===== src/hdl/ctcf_pkg.sv =====
package ctcf_pkg;

    localparam int unsigned MaxRes = 3;

    typedef enum logic [1:0] {
        ESC_NORMAL    = 2'd0,
        ESC_AFTER_BSL = 2'd1,
        ESC_SKIP_ARG  = 2'd2
    } esc_t;

    typedef enum logic {
        REG_RICH_TEXT_MODE = 1'b0
    } reg_idx_t;

    localparam logic [7:0] ChBackslash = 8'h5C;
    localparam logic [7:0] ChLbrace    = 8'h7B;
    localparam logic [7:0] ChRbrace    = 8'h7D;
    localparam logic [7:0] ChSemicolon = 8'h3B;
    localparam logic [7:0] ChPercent   = 8'h25;
    localparam logic [7:0] ChNewline   = 8'h0A;
    localparam logic [7:0] ChUpperP    = 8'h50;
    localparam logic [7:0] ChLowerP    = 8'h70;
    localparam logic [7:0] ChLowerD    = 8'h64;
    localparam logic [7:0] ChLowerC    = 8'h63;
    localparam logic [7:0] ChLowerU    = 8'h75;
    localparam logic [7:0] ChLowerO    = 8'h6F;
    localparam logic [7:0] ChUpperA    = 8'h41;
    localparam logic [7:0] ChUpperZ    = 8'h5A;
    localparam logic [7:0] CaseOffset  = 8'h20;

    localparam logic [7:0] SymDegree0    = 8'hC2;
    localparam logic [7:0] SymDegree1    = 8'hB0;
    localparam logic [7:0] SymPlusMinus0 = 8'hC2;
    localparam logic [7:0] SymPlusMinus1 = 8'hB1;
    localparam logic [7:0] SymDiameter0  = 8'hC3;
    localparam logic [7:0] SymDiameter1  = 8'h98;

    typedef struct packed {
        logic [7:0] char_out;
        logic       char_valid;
        logic       end_of_text;
    } res_ent_t;

endpackage


===== src/hdl/cad_text_code_filter.sv =====
// Channel   Direction  Handshake          Payload
// s_        in         s_valid / s_ready  s_char_in[7:0], s_last_in
// m_        out        m_valid / m_ready  m_char_out[7:0], m_char_valid, m_end_of_text
// cfg       in         APB psel/penable   paddr[2:0], pwdata[31:0], prdata[31:0]
//
// Each request is decoded in the cycle it is accepted and yields zero to three
// results, loaded into a three-entry result buffer that drains one per cycle
// while m_ready is high. A new request is taken when the buffer is empty or holds
// its final entry being taken, so single-result requests flow at one per cycle
// while m_ready is high; a k-result request blocks the next until its last is taken.
// Reset (aresetn low, synchronous) clears the buffer and escape/percent state
// and sets rich_text_mode to 1.
module cad_text_code_filter (
    input  logic        aclk,
    input  logic        aresetn,
    input  logic        s_valid,
    output logic        s_ready,
    input  logic [7:0]  s_char_in,
    input  logic        s_last_in,
    output logic        m_valid,
    input  logic        m_ready,
    output logic [7:0]  m_char_out,
    output logic        m_char_valid,
    output logic        m_end_of_text,
    input  logic        psel,
    input  logic        penable,
    input  logic        pwrite,
    input  logic [2:0]  paddr,
    input  logic [31:0] pwdata,
    output logic [31:0] prdata,
    output logic        pready
);
    import ctcf_pkg::*;

    logic           rich_reg;
    esc_t           esc_reg;
    esc_t           esc_next;
    logic [1:0]     pend_reg;
    logic [1:0]     pend_next;
    logic [1:0]     cnt_reg;
    logic [1:0]     cnt_next;
    res_ent_t       ent_reg  [MaxRes];
    res_ent_t       ent_next [MaxRes];

    logic           s_acc;
    logic           m_pop;
    logic           cfg_wr;
    reg_idx_t       cfg_idx;

    logic           feed_vld;
    logic [7:0]     feed_byte;
    logic           do_normal;
    logic           is_esc_lit;
    logic [1:0]     pend_cur;
    logic [7:0]     lc;
    logic [7:0]     res_b [MaxRes];
    logic [1:0]     res_n;

    assign pready  = 1'b1;
    assign cfg_idx = reg_idx_t'(paddr[2]);
    assign cfg_wr  = psel && penable && pwrite && pready;
    assign prdata  = (cfg_idx == REG_RICH_TEXT_MODE) ? {31'd0, rich_reg} : 32'd0;

    assign m_valid       = (cnt_reg != 2'd0);
    assign m_char_out    = ent_reg[0].char_out;
    assign m_char_valid  = ent_reg[0].char_valid;
    assign m_end_of_text = ent_reg[0].end_of_text;
    assign m_pop         = m_valid && m_ready;
    assign s_ready       = (cnt_reg == 2'd0) || ((cnt_reg == 2'd1) && m_ready);
    assign s_acc         = s_valid && s_ready;

    assign is_esc_lit = (s_char_in == ChBackslash) || (s_char_in == ChLbrace) ||
                        (s_char_in == ChRbrace);

    // formatting stage
    always_comb begin
        feed_vld  = 1'b0;
        feed_byte = s_char_in;
        esc_next  = esc_reg;
        do_normal = 1'b0;
        if (!rich_reg) begin
            esc_next = ESC_NORMAL;
            feed_vld = 1'b1;
        end else begin
            unique case (esc_reg)
                ESC_AFTER_BSL: begin
                    esc_next = ESC_NORMAL;
                    if ((s_char_in == ChUpperP) || (s_char_in == ChLowerP)) begin
                        feed_vld  = 1'b1;
                        feed_byte = ChNewline;
                    end else if (is_esc_lit) begin
                        feed_vld = 1'b1;
                    end else begin
                        esc_next = ESC_SKIP_ARG;
                    end
                end
                ESC_SKIP_ARG: begin
                    if (s_char_in == ChSemicolon) begin
                        esc_next = ESC_NORMAL;
                    end else if (is_esc_lit) begin
                        do_normal = 1'b1;
                    end
                end
                default: begin
                    do_normal = 1'b1;
                end
            endcase
            if (do_normal) begin
                esc_next = ESC_NORMAL;
                if (s_char_in == ChBackslash) begin
                    if (s_last_in) begin
                        feed_vld = 1'b1;
                    end else begin
                        esc_next = ESC_AFTER_BSL;
                    end
                end else if ((s_char_in != ChLbrace) && (s_char_in != ChRbrace)) begin
                    feed_vld = 1'b1;
                end
            end
        end
        if (s_last_in) begin
            esc_next = ESC_NORMAL;
        end
    end

    // percent stage and end flush
    always_comb begin
        pend_cur  = (pend_reg == 2'd3) ? 2'd2 : pend_reg;
        lc        = ((feed_byte >= ChUpperA) && (feed_byte <= ChUpperZ)) ?
                    feed_byte + CaseOffset : feed_byte;
        pend_next = pend_cur;
        res_n     = 2'd0;
        for (int i = 0; i < MaxRes; i++) begin
            res_b[i] = 8'd0;
        end
        if (feed_vld) begin
            if (pend_cur == 2'd2) begin
                pend_next = 2'd0;
                priority if (lc == ChLowerD) begin
                    res_b[0] = SymDegree0;
                    res_b[1] = SymDegree1;
                    res_n    = 2'd2;
                end else if (lc == ChLowerP) begin
                    res_b[0] = SymPlusMinus0;
                    res_b[1] = SymPlusMinus1;
                    res_n    = 2'd2;
                end else if (lc == ChLowerC) begin
                    res_b[0] = SymDiameter0;
                    res_b[1] = SymDiameter1;
                    res_n    = 2'd2;
                end else if (lc == ChPercent) begin
                    res_b[0] = ChPercent;
                    res_n    = 2'd1;
                end else if ((lc == ChLowerU) || (lc == ChLowerO)) begin
                    res_n    = 2'd0;
                end else begin
                    res_b[0] = ChPercent;
                    res_b[1] = ChPercent;
                    res_b[2] = feed_byte;
                    res_n    = 2'd3;
                end
            end else if (feed_byte == ChPercent) begin
                pend_next = pend_cur + 2'd1;
            end else begin
                pend_next = 2'd0;
                if (pend_cur == 2'd1) begin
                    res_b[0] = ChPercent;
                    res_b[1] = feed_byte;
                    res_n    = 2'd2;
                end else begin
                    res_b[0] = feed_byte;
                    res_n    = 2'd1;
                end
            end
        end
        // held percents imply nothing was emitted yet
        if (s_last_in && (pend_next != 2'd0)) begin
            res_b[0]  = ChPercent;
            res_b[1]  = ChPercent;
            res_n     = pend_next;
            pend_next = 2'd0;
        end else if (s_last_in) begin
            pend_next = 2'd0;
        end
    end

    always_comb begin
        cnt_next = cnt_reg;
        for (int i = 0; i < MaxRes; i++) begin
            ent_next[i] = ent_reg[i];
        end
        if (s_acc) begin
            for (int i = 0; i < MaxRes; i++) begin
                ent_next[i].char_out    = res_b[i];
                ent_next[i].char_valid  = 1'b1;
                ent_next[i].end_of_text = s_last_in && (2'(i) == res_n - 2'd1);
            end
            cnt_next = res_n;
            if (s_last_in && (res_n == 2'd0)) begin
                ent_next[0].char_out    = 8'd0;
                ent_next[0].char_valid  = 1'b0;
                ent_next[0].end_of_text = 1'b1;
                cnt_next                = 2'd1;
            end
        end else if (m_pop) begin
            ent_next[0] = ent_reg[1];
            ent_next[1] = ent_reg[2];
            cnt_next    = cnt_reg - 2'd1;
        end
    end

    always_ff @(posedge aclk) begin
        if (!aresetn) begin
            rich_reg <= 1'b1;
            esc_reg  <= ESC_NORMAL;
            pend_reg <= 2'd0;
            cnt_reg  <= 2'd0;
        end else begin
            if (cfg_wr && (cfg_idx == REG_RICH_TEXT_MODE)) begin
                rich_reg <= pwdata[0];
            end
            if (s_acc) begin
                esc_reg  <= esc_next;
                pend_reg <= pend_next;
            end
            cnt_reg <= cnt_next;
        end
    end

    always_ff @(posedge aclk) begin
        for (int i = 0; i < MaxRes; i++) begin
            ent_reg[i] <= ent_next[i];
        end
    end

    a_last_gives_result: assert property (@(posedge aclk) disable iff (!aresetn)
        s_acc && s_last_in |=> m_valid)
        else $error("last request produced no result");

    a_last_clears_state: assert property (@(posedge aclk) disable iff (!aresetn)
        s_acc && s_last_in |=> (esc_reg == ESC_NORMAL) && (pend_reg == 2'd0))
        else $error("state not cleared at end of string");

    a_pend_range: assert property (@(posedge aclk) disable iff (!aresetn)
        pend_reg != 2'd3)
        else $error("percent count out of range");

    a_plain_no_escape: assert property (@(posedge aclk) disable iff (!aresetn)
        s_acc && !rich_reg |=> esc_reg == ESC_NORMAL)
        else $error("escape state set in plain mode");

    a_marker_is_end: assert property (@(posedge aclk) disable iff (!aresetn)
        m_valid && !m_char_valid |-> m_end_of_text && (cnt_reg == 2'd1))
        else $error("empty marker not at end of string");

endmodule


===== config.mk =====
export PLATFORM = sky130hd
export DESIGN_NAME = cad_text_code_filter
export DESIGN_NICKNAME = d
export VERILOG_FILES = /design/src/hdl/ctcf_pkg.sv /design/src/hdl/cad_text_code_filter.sv
export SDC_FILE = /design/constraint.sdc
export NUM_CORES = 1
export LEC_CHECK = 0
export BUFFER_PORTS_ARGS = -buffer_cell sky130_fd_sc_hd__buf_2
export CAP_MARGIN = 40
export CORE_MARGIN = 5
export CORE_UTILIZATION = 40
export CTS_CLUSTER_DIAMETER = 60
export DETAILED_ROUTE_END_ITERATION = 10
export MAX_ROUTING_LAYER = met4
export PLACE_DENSITY = 0.63
export SYNTH_ARGS = -nofsm -noshare
export SYNTH_HDL_FRONTEND = slang
export SYNTH_SLANG_ARGS = --single-unit

===== constraint.sdc =====
create_clock -name aclk -period 8 [get_ports aclk]
set_input_delay 1.6 -clock aclk [delete_from_list [all_inputs] [get_ports aclk]]
set_output_delay 1.6 -clock aclk [all_outputs]
set_load 0.01 [all_outputs]

; ---- Word level (Yosys, flattened, before mapping)
; Memory sizes are Yosys's and may differ from the RTL's.
; Index checks and enable logic that the tools add are counted.
[classes]
n_addsub = 4
n_lt_le_gt_ge = 2
n_eq_ne = 25
muxes = 69
bitwise_logic = 1
reduce_logical = 25
[op_table]
columns = op, count
row1 = 2-to-1 mux 24 bit, 7
row2 = 2-to-1 mux 16 bit, 7
row3 = 2-to-1 mux 8 bit, 11
row4 = equality test 8 x 7 -> 1 bit (second input constant), 10
row5 = 2-to-1 mux 2 bit, 25
row6 = 2-to-1 mux 20 bit, 2
row7 = equality test 8 x 6 -> 1 bit (second input constant), 3
row8 = 2-to-1 mux 22 bit, 1
row9 = 2-to-1 mux 10 bit, 2
row10 = != test 8 x 7 -> 1 bit (second input constant), 2
row11 = logical AND 1 bit, 13
row12 = 2-to-1 mux 1 bit, 12
row13 = adder 8 x 6 -> 8 bit (second input constant), 1
row14 = >= comparator 8 x 7 -> 1 bit (second input constant), 1
row15 = less-or-equal comparator 8 x 7 -> 1 bit (second input constant), 1
row16 = equality test 2 x 1 -> 1 bit (second input constant), 3
row17 = equality test 2 bit (second input constant), 3
row18 = logical NOT 2 bit, 3
row19 = nonzero test 2 bit, 3
row20 = logical OR 1 bit, 5
row21 = != test 5 x 2 -> 1 bit (second input constant), 1
row22 = != test 5 bit (second input constant), 1
row23 = case mux 2 bit (2 select lines), 1
row24 = subtractor 2 x 1 -> 2 bit (second input constant), 2
row25 = 6 further kinds, 6
[word_totals]
register_bits = 7
ramBits = 30
in_bits = 51
out_inout_bits = 45
memories = 1
[mem_list]
columns = memory, depth, width, read_ports, rd_ports_with_merged_regs, write_ports, line
row1 = ent_reg, 3, 10, 3, 0, 3, cad_text_code_filter.sv:42  ; res_ent_t ent_reg [MaxRes];

; ---- Depth between registers and ports, before layout
; Gate-level depths: netlist of run 1.
[depth]
depth_word = 26
mapped_depth = 14

; ---- Worst setup path before layout of run 1
; OpenSTA, ideal clock, no wires.
[synth_path]
path_kind = input-to-reg
startpoint = input port s_char_in[0]
endpoint = memory ent_reg[0][1] (netlist name), data pin
setup_ps = 292
arrival_ps = 4214
slack_ps = 3495
stages = 13
cell_sequence = or4_4 -> nor2_1 -> nand2_1 -> nand2_1 -> inv_1 -> ha_1 -> or3b_2 -> a21oi_1 -> a31oi_1 -> nor3_1 -> a2bb2oi_1 -> o311a_1 -> nand3_1
[synth_lines]
columns = item, line
row1 = "start, declared", cad_text_code_filter.sv:18  ; input logic [7:0] s_char_in,
row2 = "end, declared", cad_text_code_filter.sv:42

==> PnR_summary.wiki, run 1 <==
{| class="wikitable"
! Metric !! Value
|-
| Status || complete, no violations
|-
| Required time of the critical path || roughly 8000 ps
|-
| GRT Total Usage || 14.6%
|-
| Startpoint Class || input port
|-
| Class of the tightest hold or removal check || reg -> reg
|-
| Termination of the worst setup path || ent_reg[0][1]$_SDFFCE_PN1P_
|-
| CP bufs+invs || 2
|-
| Post-Place Cells || 403
|-
| Standard cell core area || between 6000 and 7000 um^2
|-
| Cell Area, Synth || ~2800 um^2
|-
| Combinational share of power || a little over a quarter
|-
| Row Count || 30
|-
| Register area || 981 um^2
|-
| Vias in the first global route || 2024
|-
| Top delay family on crit path || simple AND/OR/NAND/NOR gates
|-
| Share of the synthesized area in the top cell type || between 30% and 40%
|-
| Unrepaired setup endpoints after global routing || no
|-
| Worst skew pair latency || about 280 ps
|-
| IO Count || 96
|-
| Critical Path Sink Type || flop
|-
| Number of endpoints failing setup at the final stage || 0
|-
| Aggregate global routing overflow || 0
|-
| Max Cap Violations || 0
|-
| Clock root buffer || sky130_fd_sc_hd__clkbuf_8
|-
| Most frequent cell after synthesis || sky130_fd_sc_hd__buf_4
|-
| Die width || between 90 and 100 um
|-
| Final routed DRC violation total || 0
|-
| Most frequent cells after synthesis || 40 x sky130_fd_sc_hd__buf_4, 35 x sky130_fd_sc_hd__nand2_1, 28 x sky130_fd_sc_hd__edfxtp_1
|-
| Final std cells w/o fill || 411
|-
| Worst setup path start || s_char_in[0]
|-
| Post-synthesis sequential area ratio || 35.6%
|-
| Post-Synthesis Mean Instance Area || 8.55 um^2
|-
| Switching portion of total power || 31.0%
|-
| Final worst path period need || around 5000 ps
|-
| Flop pwr share || slightly below 50%
|-
| Maximum operating frequency || approximately 0.20 GHz
|-
| Arrival time at the worst endpoint || approximately 5000 ps
|-
| WS Path Type || in -> reg
|-
| RR Endpoint || ent_reg[0][1]$_SDFFCE_PN1P_
|-
| Antenna cells || 0
|-
| Dominant cells by area after synthesis || sky130_fd_sc_hd__edfxtp_1 31%, sky130_fd_sc_hd__buf_4 11%, sky130_fd_sc_hd__dfxtp_1 5.1%
|-
| Path depth of the worst reg2reg path || 12
|-
| Maximum buffer depth of the clock tree || 2
|-
| Portion of total power attributed to the clock network || a little under a quarter
|-
| Count of TritonRoute iterations in the first routing pass || 4
|-
| Post-CTS sizing || 0
|-
| Multi-input logic area || between 1000 and 1500 um^2
|-
| Net count of the finished layout || around 380
|-
| Flop2flop setup slack || 4460 ps
|-
| Int Pwr || roughly 350 uW
|-
| Fill cell count || 706
|-
| Chain of cells forming the critical path || buf_2 -> or4_4 -> nor2_1 -> nand2_1 -> nand2_1 -> inv_1 -> ha_1 -> or3b_2 -> a21oi_1 -> a31oi_1 -> nor3_1 -> a2bb2oi_1 -> o311a_1 -> nand3_1
|-
| Psw || 158 uW
|-
| Global-route wire length before repair || ~9900 um
|-
| Worst path slowest cell || sky130_fd_sc_hd__or4_4
|-
| Post-detailed-route count of antenna-violating nets || 0
|-
| Ratio of routed vias to standard cells || approximately 5.3
|-
| Maximum ir drop on the vdd rail || 0.0552 mV
|-
| Via Count || ~2200
|-
| Async set or reset register ratio after synthesis || 0%
|-
| Num CTS Buffers || 5
|-
| Crit share post-route || between 60% and 70%
|-
| Estimated wirelength of the detail-placed design || approximately 4500 um
|-
| Total count of max-transition violations in the final report || 0
|-
| TritonCTS sink count || 35
|-
| Total wire length after detailed routing || 5920 um
|-
| Total number of H-tree levels || 2
|-
| CP most frequent cell || sky130_fd_sc_hd__nand2_1
|-
| Worst clock skew || 3.19 ps
|-
| Cts hold-fix bufs || 0
|-
| Yosys Warn Count || 0
|-
| Post-synth EDFFs || 28
|-
| Lkg Pwr || about 0.0011 uW
|-
| Post-synthesis register bit count || 35
|-
| Count of cell instances traversed by the critical path || 14
|-
| Maximum fanout along the worst path || 14
|-
| Reg-to-Reg Start || rich_reg$_SDFFE_PN1P_
|-
| DRC marker count from the first detailed-route iteration || between 200 and 250
|-
| Y dimension of the die || 93.0 um
|-
| Largest net degree at the start of global routing || 24
|-
| Fraction of layout cells with a size suffix above 1 || about 16%
|-
| Layout Area Growth over Synthesis || 2.77%
|-
| IO buf count || 30
|-
| Crit-path max cell delay || 580 ps
|-
| Summed negative setup slack over all endpoints || 0 ps
|-
| Die footprint || just under 9000 um^2
|-
| Synth Flop Type || sky130_fd_sc_hd__edfxtp_1
|-
| Clock transition at the register clock pins on the worst setup and hold paths after CTS || about 70 ps
|-
| Number of standard cells after synthesis || around 320
|-
| Starting density of the core || between 40% and 50%
|-
| Power per cell area || ~180 nW/um^2
|-
| CTS tree || built
|-
| Final weighted congestion in routability-driven placement || 0.911
|-
| Cell type with the largest total area after synthesis || sky130_fd_sc_hd__edfxtp_1
|-
| Number of unique standard cell types used by synthesis || 62
|-
| Setup bufs post-CTS || 0
|-
| Wire length per cell after detailed routing || 14.4 um
|-
| Total count of hold-check failures in the final report || 0
|-
| Number of flip-flops under the largest register name || 28
|-
| Initial antenna violation count || 0
|-
| Transition at the pin with the smallest max-transition slack || 796 ps
|-
| Tightest slew margin relative to the limit || between 40% and 50%
|}
-- final cells by class --
| cell class | instances | share of cell area, % |
|---|---|---|
| clock buffer | 6 | 2.56 |
| multi-input combinational | 240 | 50.9 |
| tap | 80 | 3.54 |
| timing repair buffer | 31 | 5.84 |
| clock inverter | 2 | 0.265 |
| sequential | 35 | 34.7 |
| inverter | 17 | 2.25 |
-- metrics by stage --
stage          area (um^2)  worst slack (ps)  util [%]  power, uW  hold WS, ps
5_1_grt               2830              2750      41.9        542          518
3_3_place_gp          2740              2740      40.5        389          460
2_1_floorplan         2870              3490         -        378          444
4_1_cts               2830              3050      41.9        515          500
6_report              2830              2990      41.9        510          502
3_5_place_dp          2750              2760      40.7        395          489
-- layout by cell type (no fill, tap or decap), types with 5 or more instances in the layout --
master                      n
sky130_fd_sc_hd__nand2_1   35
sky130_fd_sc_hd__conb_1    32
sky130_fd_sc_hd__buf_2     30
sky130_fd_sc_hd__edfxtp_1  28
sky130_fd_sc_hd__nor2_1    27
sky130_fd_sc_hd__o21ai_0   20
sky130_fd_sc_hd__inv_1     17
sky130_fd_sc_hd__a21oi_1   12
sky130_fd_sc_hd__o211ai_1   8
sky130_fd_sc_hd__nor3_1     7
sky130_fd_sc_hd__o31ai_1    7
sky130_fd_sc_hd__dfxtp_1    7
sky130_fd_sc_hd__nand3_1    5
sky130_fd_sc_hd__clkbuf_8   5
-- layer usage --
layer	global-route usage, %	vias to the layer above	wire length, um
met2	22.4	61	2710
met3	2.17	7	289
met4	4.64	0	79
li1	-	1107	-
met5	-	-	0
met1	19.9	1007	2840
-- how the worst min path moves through the flow --
stage,startpoint,end,slack [ps],cells past startpoint
3_3_place_gp,cnt_reg[1]$_SDFFE_PN0P_,cnt_reg[1]$_SDFFE_PN0P_,460,2
4_1_cts,cnt_reg[1]$_SDFFE_PN0P_,cnt_reg[1]$_SDFFE_PN0P_,500,2
3_5_place_dp,cnt_reg[1]$_SDFFE_PN0P_,cnt_reg[1]$_SDFFE_PN0P_,490,2
2_1_floorplan,cnt_reg[1]$_SDFFE_PN0P_,cnt_reg[1]$_SDFFE_PN0P_,440,2
5_1_grt,cnt_reg[1]$_SDFFE_PN0P_,cnt_reg[1]$_SDFFE_PN0P_,520,2
6_report,cnt_reg[1]$_SDFFE_PN0P_,cnt_reg[1]$_SDFFE_PN0P_,500,2
-- power by group through the flow --
stage	registers (uW)	logic [uW]	clock network, uW
after floorplan	254	123	0
after global placement	254	135	0
after detailed placement	256	140	0
after CTS	252	140	123
after global routing	255	157	129
final	251	139	120
-- tightest hold or removal path: stages, from the launching register on --
cell	delay, ps
sky130_fd_sc_hd__dfxtp_1	310
sky130_fd_sc_hd__nand3_1	60
sky130_fd_sc_hd__o21ai_0	70
-- cell families after synthesis --
kind of cell | synth area share (%)
AO/OA/AOI/OAI | 21.5
AND/OR/NAND/NOR | 22.2
multiplexers | 2.27
other | 0.273
adder cells (fa/ha/maj) | 1.36
flip-flops | 35.6
XOR/XNOR | 0.591
buffers and inverters | 16.2
Note: power is estimated with default switching activity, not from simulation.
==> run 2: changes to the inputs <==
--- a/config.mk
+++ b/config.mk
@@ -5,6 +5,7 @@
 export SDC_FILE = /design/constraint.sdc
 export NUM_CORES = 1
 export LEC_CHECK = 0
+export ABC_AREA = 1
 export BUFFER_PORTS_ARGS = -buffer_cell sky130_fd_sc_hd__buf_2
 export CAP_MARGIN = 40
 export CORE_MARGIN = 5
@@ -12,7 +13,7 @@
 export CTS_CLUSTER_DIAMETER = 60
 export DETAILED_ROUTE_END_ITERATION = 10
 export MAX_ROUTING_LAYER = met4
-export PLACE_DENSITY = 0.63
+export PLACE_DENSITY = 0.67
 export SYNTH_ARGS = -nofsm -noshare
 export SYNTH_HDL_FRONTEND = slang
 export SYNTH_SLANG_ARGS = --single-unit
==> constraint.sdc (replaced) <==
create_clock -name aclk -period 4.2 [get_ports aclk]
set_input_delay 0.84 -clock aclk [delete_from_list [all_inputs] [get_ports aclk]]
set_output_delay 0.84 -clock aclk [all_outputs]
set_load 0.01 [all_outputs]
==> run 2 against run 1 <==
Global-route usage fell by 0.79 points. Wire length fell by 9.5%. Flip-flop and latch count did not move. Cell area fell by 4.4%. Area after synthesis fell by 6.3%. Clock skew rose by 2.5 ps. Critical endpoint is now ent_reg[0][14]$_DFFE_PP_.
==> PnR_summary.wiki, run 2 <==
{| class="wikitable"
! Metric !! Value
|-
| Status || complete, no violations (unchanged)
|-
| Via Count || 2069 (was 2182)
|-
| Share of the synthesized area in the top cell type || 32.6% (was 30.5%)
|-
| Switching portion of total power || 38.8% (was 31.0%)
|-
| RR Endpoint || ent_reg[0][14]$_DFFE_PP_ (was ent_reg[0][1]$_SDFFCE_PN1P_)
|-
| Class of the tightest hold or removal check || reg -> reg (unchanged)
|-
| Lkg Pwr || 0.00126 uW (was 0.00115 uW)
|-
| Maximum fanout along the worst path || 9 (was 14)
|-
| WS Path Type || in -> reg (unchanged)
|-
| Crit share post-route || between 70% and 80%
|-
| Post-placement worst setup slack || 854 ps (was 2760 ps)
|-
| Reg-to-Reg Start || esc_reg[1]$_SDFFE_PN0P_ (was rich_reg$_SDFFE_PN1P_)
|-
| Post-synthesis sequential area ratio || 38.0% (was 35.6%)
|-
| Ratio of routed vias to standard cells || 4.86 (was 5.31)
|-
| Transition at the pin with the smallest max-transition slack || 595 ps (was 796 ps)
|-
| Async set or reset register ratio after synthesis || 0% (unchanged)
|-
| Maximum operating frequency || roughly 0.33 GHz
|-
| Initial antenna violation count || 0 (unchanged)
|-
| Final weighted congestion in routability-driven placement || 0.890 (was 0.911)
|-
| Net count of the finished layout || 403 (was 384)
|-
| Number of flip-flops under the largest register name || 28 (unchanged)
|-
| Layout Area Growth over Synthesis || 4.80% (was 2.77%)
|-
| Post-CTS sizing || 0 (unchanged)
|-
| Clock root buffer || sky130_fd_sc_hd__clkbuf_8 (unchanged)
|-
| Synth Flop Type || sky130_fd_sc_hd__edfxtp_1 (unchanged)
|-
| Flop pwr share || 41.8% (was 49.3%)
|-
| Unrepaired setup endpoints after global routing || no (unchanged)
|-
| Post-detailed-route count of antenna-violating nets || 0 (unchanged)
|-
| Tightest slew margin relative to the limit || 60.1% (was 46.9%)
|-
| Post-synth EDFFs || 28 (unchanged)
|-
| Path depth of the worst reg2reg path || 16 (was 12)
|-
| Fill cell count || 667 (was 706)
|-
| Top library cells by usage in the layout, fill and taps aside || 53 x sky130_fd_sc_hd__nand2_1, 42 x sky130_fd_sc_hd__nor2_1, 32 x sky130_fd_sc_hd__conb_1 (was 35 x sky130_fd_sc_hd__nand2_1, 32 x sky130_fd_sc_hd__conb_1, 30 x sky130_fd_sc_hd__buf_2)
|-
| Multi-input logic area || 1250 um^2 (was 1440 um^2)
|-
| Number of unique standard cell types used by synthesis || 41 (was 62)
|-
| Global-route wire length before repair || 9100 um (was 9930 um)
|-
| Post-Place Cells || 419 (was 403)
|-
| Yosys Warn Count || 0 (unchanged)
|-
| Summed negative setup slack over all endpoints || 0 ps (unchanged)
|-
| Termination of the worst setup path || ent_reg[0][14]$_DFFE_PP_ (was ent_reg[0][1]$_SDFFCE_PN1P_)
|-
| Worst setup path start || s_char_in[2] (was s_char_in[0])
|-
| Final std cells w/o fill || 426 (was 411)
|-
| Number of standard cells after synthesis || 327 (was 322)
|-
| Combinational share of power || 42.7% (was 27.3%)
|-
| Total design power || 1450 uW (was 510 uW)
|-
| Int Pwr || 885 uW (was 352 uW)
|-
| Wire length per cell after detailed routing || 12.6 um (was 14.4 um)
|-
| Max Cap Violations || 0 (unchanged)
|-
| TritonCTS sink count || 35 (unchanged)
|-
| Critical Path Sink Type || flop (unchanged)
|-
| Portion of total power attributed to the clock network || 15.5% (was 23.4%)
|-
| Vias in the first global route || 1988 (was 2024)
|-
| IO buf count || 30 (unchanged)
|-
| GRT Total Usage || 13.8% (was 14.6%)
|-
| Largest net degree at the start of global routing || 34 (was 24)
|-
| Clock transition at the register clock pins on the worst setup and hold paths after CTS || 70 ps (about the same)
|-
| Arrival time at the worst endpoint || 3170 ps (was 5000 ps)
|-
| Standard cell core area || 6310 um^2 (was 6760 um^2)
|-
| Starting density of the core || 40.9% (was 40.8%)
|-
| Worst Slack Setup Final || 1160 ps (was 2990 ps)
|-
| Fraction of layout cells with a size suffix above 1 || 19.2% (was 16.0%)
|-
| Final routed DRC violation total || 0 (unchanged)
|-
| Total count of hold-check failures in the final report || 0 (unchanged)
|-
| Total wire length after detailed routing || 5350 um (was 5920 um)
|-
| CTS tree || built (unchanged)
|-
| Antenna cells || 0 (unchanged)
|-
| Worst clock skew || 5.67 ps (was 3.19 ps)
|-
| Maximum ir drop on the vdd rail || 0.292 mV (was 0.0552 mV)
|-
| Num CTS Buffers || 5 (unchanged)
|-
| Estimated wirelength of the detail-placed design || 4240 um (was 4480 um)
|-
| Cts hold-fix bufs || 0 (unchanged)
|-
| Count of TritonRoute iterations in the first routing pass || 4 (unchanged)
|-
| Cell Area, Synth || 2580 um^2 (was 2750 um^2)
|-
| Flop2flop setup slack || 1600 ps (was 4460 ps)
|-
| Aggregate global routing overflow || 0 (unchanged)
|-
| Post-Synthesis Mean Instance Area || 7.89 um^2 (was 8.55 um^2)
|-
| Cell type with the largest total area after synthesis || sky130_fd_sc_hd__edfxtp_1 (unchanged)
|-
| Number of endpoints failing setup at the final stage || 0 (unchanged)
|-
| Die footprint || 8160 um^2 (was 8640 um^2)
|-
| Required time of the critical path || 4330 ps (was 8000 ps)
|-
| Dominant cells by area after synthesis || sky130_fd_sc_hd__edfxtp_1 33%, sky130_fd_sc_hd__buf_4 12%, sky130_fd_sc_hd__nand2_1 7.7% (was sky130_fd_sc_hd__edfxtp_1 31%, sky130_fd_sc_hd__buf_4 11%, sky130_fd_sc_hd__dfxtp_1 5.1%)
|-
| Total count of max-transition violations in the final report || 0 (unchanged)
|-
| Setup bufs post-CTS || 0 (unchanged)
|-
| Worst skew pair latency || 280 ps (about the same)
|-
| Startpoint Class || input port (unchanged)
|-
| Y dimension of the die || 90.3 um (was 93.0 um)
|-
| Post-synthesis register bit count || 35 (unchanged)
|-
| Row Count || 29 (was 30)
|-
| IO Count || 96 (unchanged)
|-
| Most frequent standard cell in the layout excluding fill and tap cells || sky130_fd_sc_hd__nand2_1 (unchanged)
|-
| Die width || 90.3 um (was 93.0 um)
|-
| Power per cell area || 534 nW/um^2 (was 180 nW/um^2)
|-
| Register area || 981 um^2 (unchanged)
|-
| Most frequent cell after synthesis || sky130_fd_sc_hd__nand2_1 (was sky130_fd_sc_hd__buf_4)
|-
| Psw || 561 uW (was 158 uW)
|-
| Maximum buffer depth of the clock tree || 2 (unchanged)
|-
| DRC marker count from the first detailed-route iteration || 140 (was 206)
|-
| Final worst path period need || roughly 3000 ps
|-
| Most frequent cells after synthesis || 53 x sky130_fd_sc_hd__nand2_1, 42 x sky130_fd_sc_hd__nor2_1, 40 x sky130_fd_sc_hd__buf_4 (was 40 x sky130_fd_sc_hd__buf_4, 35 x sky130_fd_sc_hd__nand2_1, 28 x sky130_fd_sc_hd__edfxtp_1)
|-
| Total number of H-tree levels || 2 (unchanged)
|}
run 2: cell types whose count changed after synthesis, moves of 7 or more:
cell / change
sky130_fd_sc_hd__inv_1: +12
sky130_fd_sc_hd__clkbuf_1: -10
sky130_fd_sc_hd__nand2_1: +18
sky130_fd_sc_hd__nor2_1: +15
sky130_fd_sc_hd__nand3_2: +8
sky130_fd_sc_hd__nand3_1: +19
sky130_fd_sc_hd__o211ai_1: -7
run 2: worst min path at each step:
stage	endpoint	startpoint	cells after the start
final	esc_reg[1]$_SDFFE_PN0P_	esc_reg[1]$_SDFFE_PN0P_	2
after floorplan	esc_reg[1]$_SDFFE_PN0P_	esc_reg[1]$_SDFFE_PN0P_	2
after CTS	esc_reg[1]$_SDFFE_PN0P_	esc_reg[1]$_SDFFE_PN0P_	2
after global routing	esc_reg[1]$_SDFFE_PN0P_	esc_reg[1]$_SDFFE_PN0P_	2
after detailed placement	cnt_reg[0]$_SDFFE_PN0P_	cnt_reg[0]$_SDFFE_PN0P_	2
after global placement	esc_reg[1]$_SDFFE_PN0P_	esc_reg[1]$_SDFFE_PN0P_	2
run 2: cell families after synthesis:
kind of cell / after synthesis / synth area share [%]
AOI/OAI and AO/OA: 53 / 12.8
adders and majority gates: 3 / 1.45
buffers and inverters: 81 / 18.0
DFF: 35 / 38.0
other: 2 / 0.291
and+or+nand+nor: 153 / 29.4
run 2: critical path, stage by stage:
cell and delay (ps):
sky130_fd_sc_hd__buf_2 140, sky130_fd_sc_hd__nor2_1 130, sky130_fd_sc_hd__nand2_2 90, sky130_fd_sc_hd__nor2_2 150, sky130_fd_sc_hd__nand2_4 90, sky130_fd_sc_hd__nand2_2 130
sky130_fd_sc_hd__inv_1 60, sky130_fd_sc_hd__ha_1 280, sky130_fd_sc_hd__inv_1 50, sky130_fd_sc_hd__nand4_1 170, sky130_fd_sc_hd__nand2_4 130, sky130_fd_sc_hd__nor2_8 50
sky130_fd_sc_hd__nand3_1 110, sky130_fd_sc_hd__nand3_2 90, sky130_fd_sc_hd__a31oi_2 250, sky130_fd_sc_hd__nand4_4 200, sky130_fd_sc_hd__a31oi_1 190
run 2: area by class of cell:
cell class              instances  area share [%]
clock inverters                 2           0.324
inverters                      34            4.81
repair buffers                 32            6.38
well taps                      77            3.56
multi-input cells             241            46.1
clock buffers                   5            2.54
flip-flops and latches         35            36.3
run 2: layer usage:
metal,global-route usage [%],routed length (um),up-vias
met1,17.5,2380,923
met4,4.34,78,0
met3,2.67,345,6
met2,22.2,2550,64
li1,-,-,1076
met5,-,0,-
run 2: through the flow:
step	hold WS [ps]	utilization [%]	cell area, um^2
after floorplan	468	-	2690
final	511	42.8	2710
after CTS	514	42.8	2710
after detailed placement	503	41.6	2630
after global routing	547	42.8	2710
after global placement	492	41.4	2610
run 2: power groups by stage:
stage / Combinational [uW] / Sequential (uW) / Clock, uW
after global placement: 589 / 611 / 0
final: 617 / 604 / 225
after detailed placement: 625 / 614 / 0
after floorplan: 516 / 608 / 0
after CTS: 627 / 607 / 229
after global routing: 700 / 618 / 246
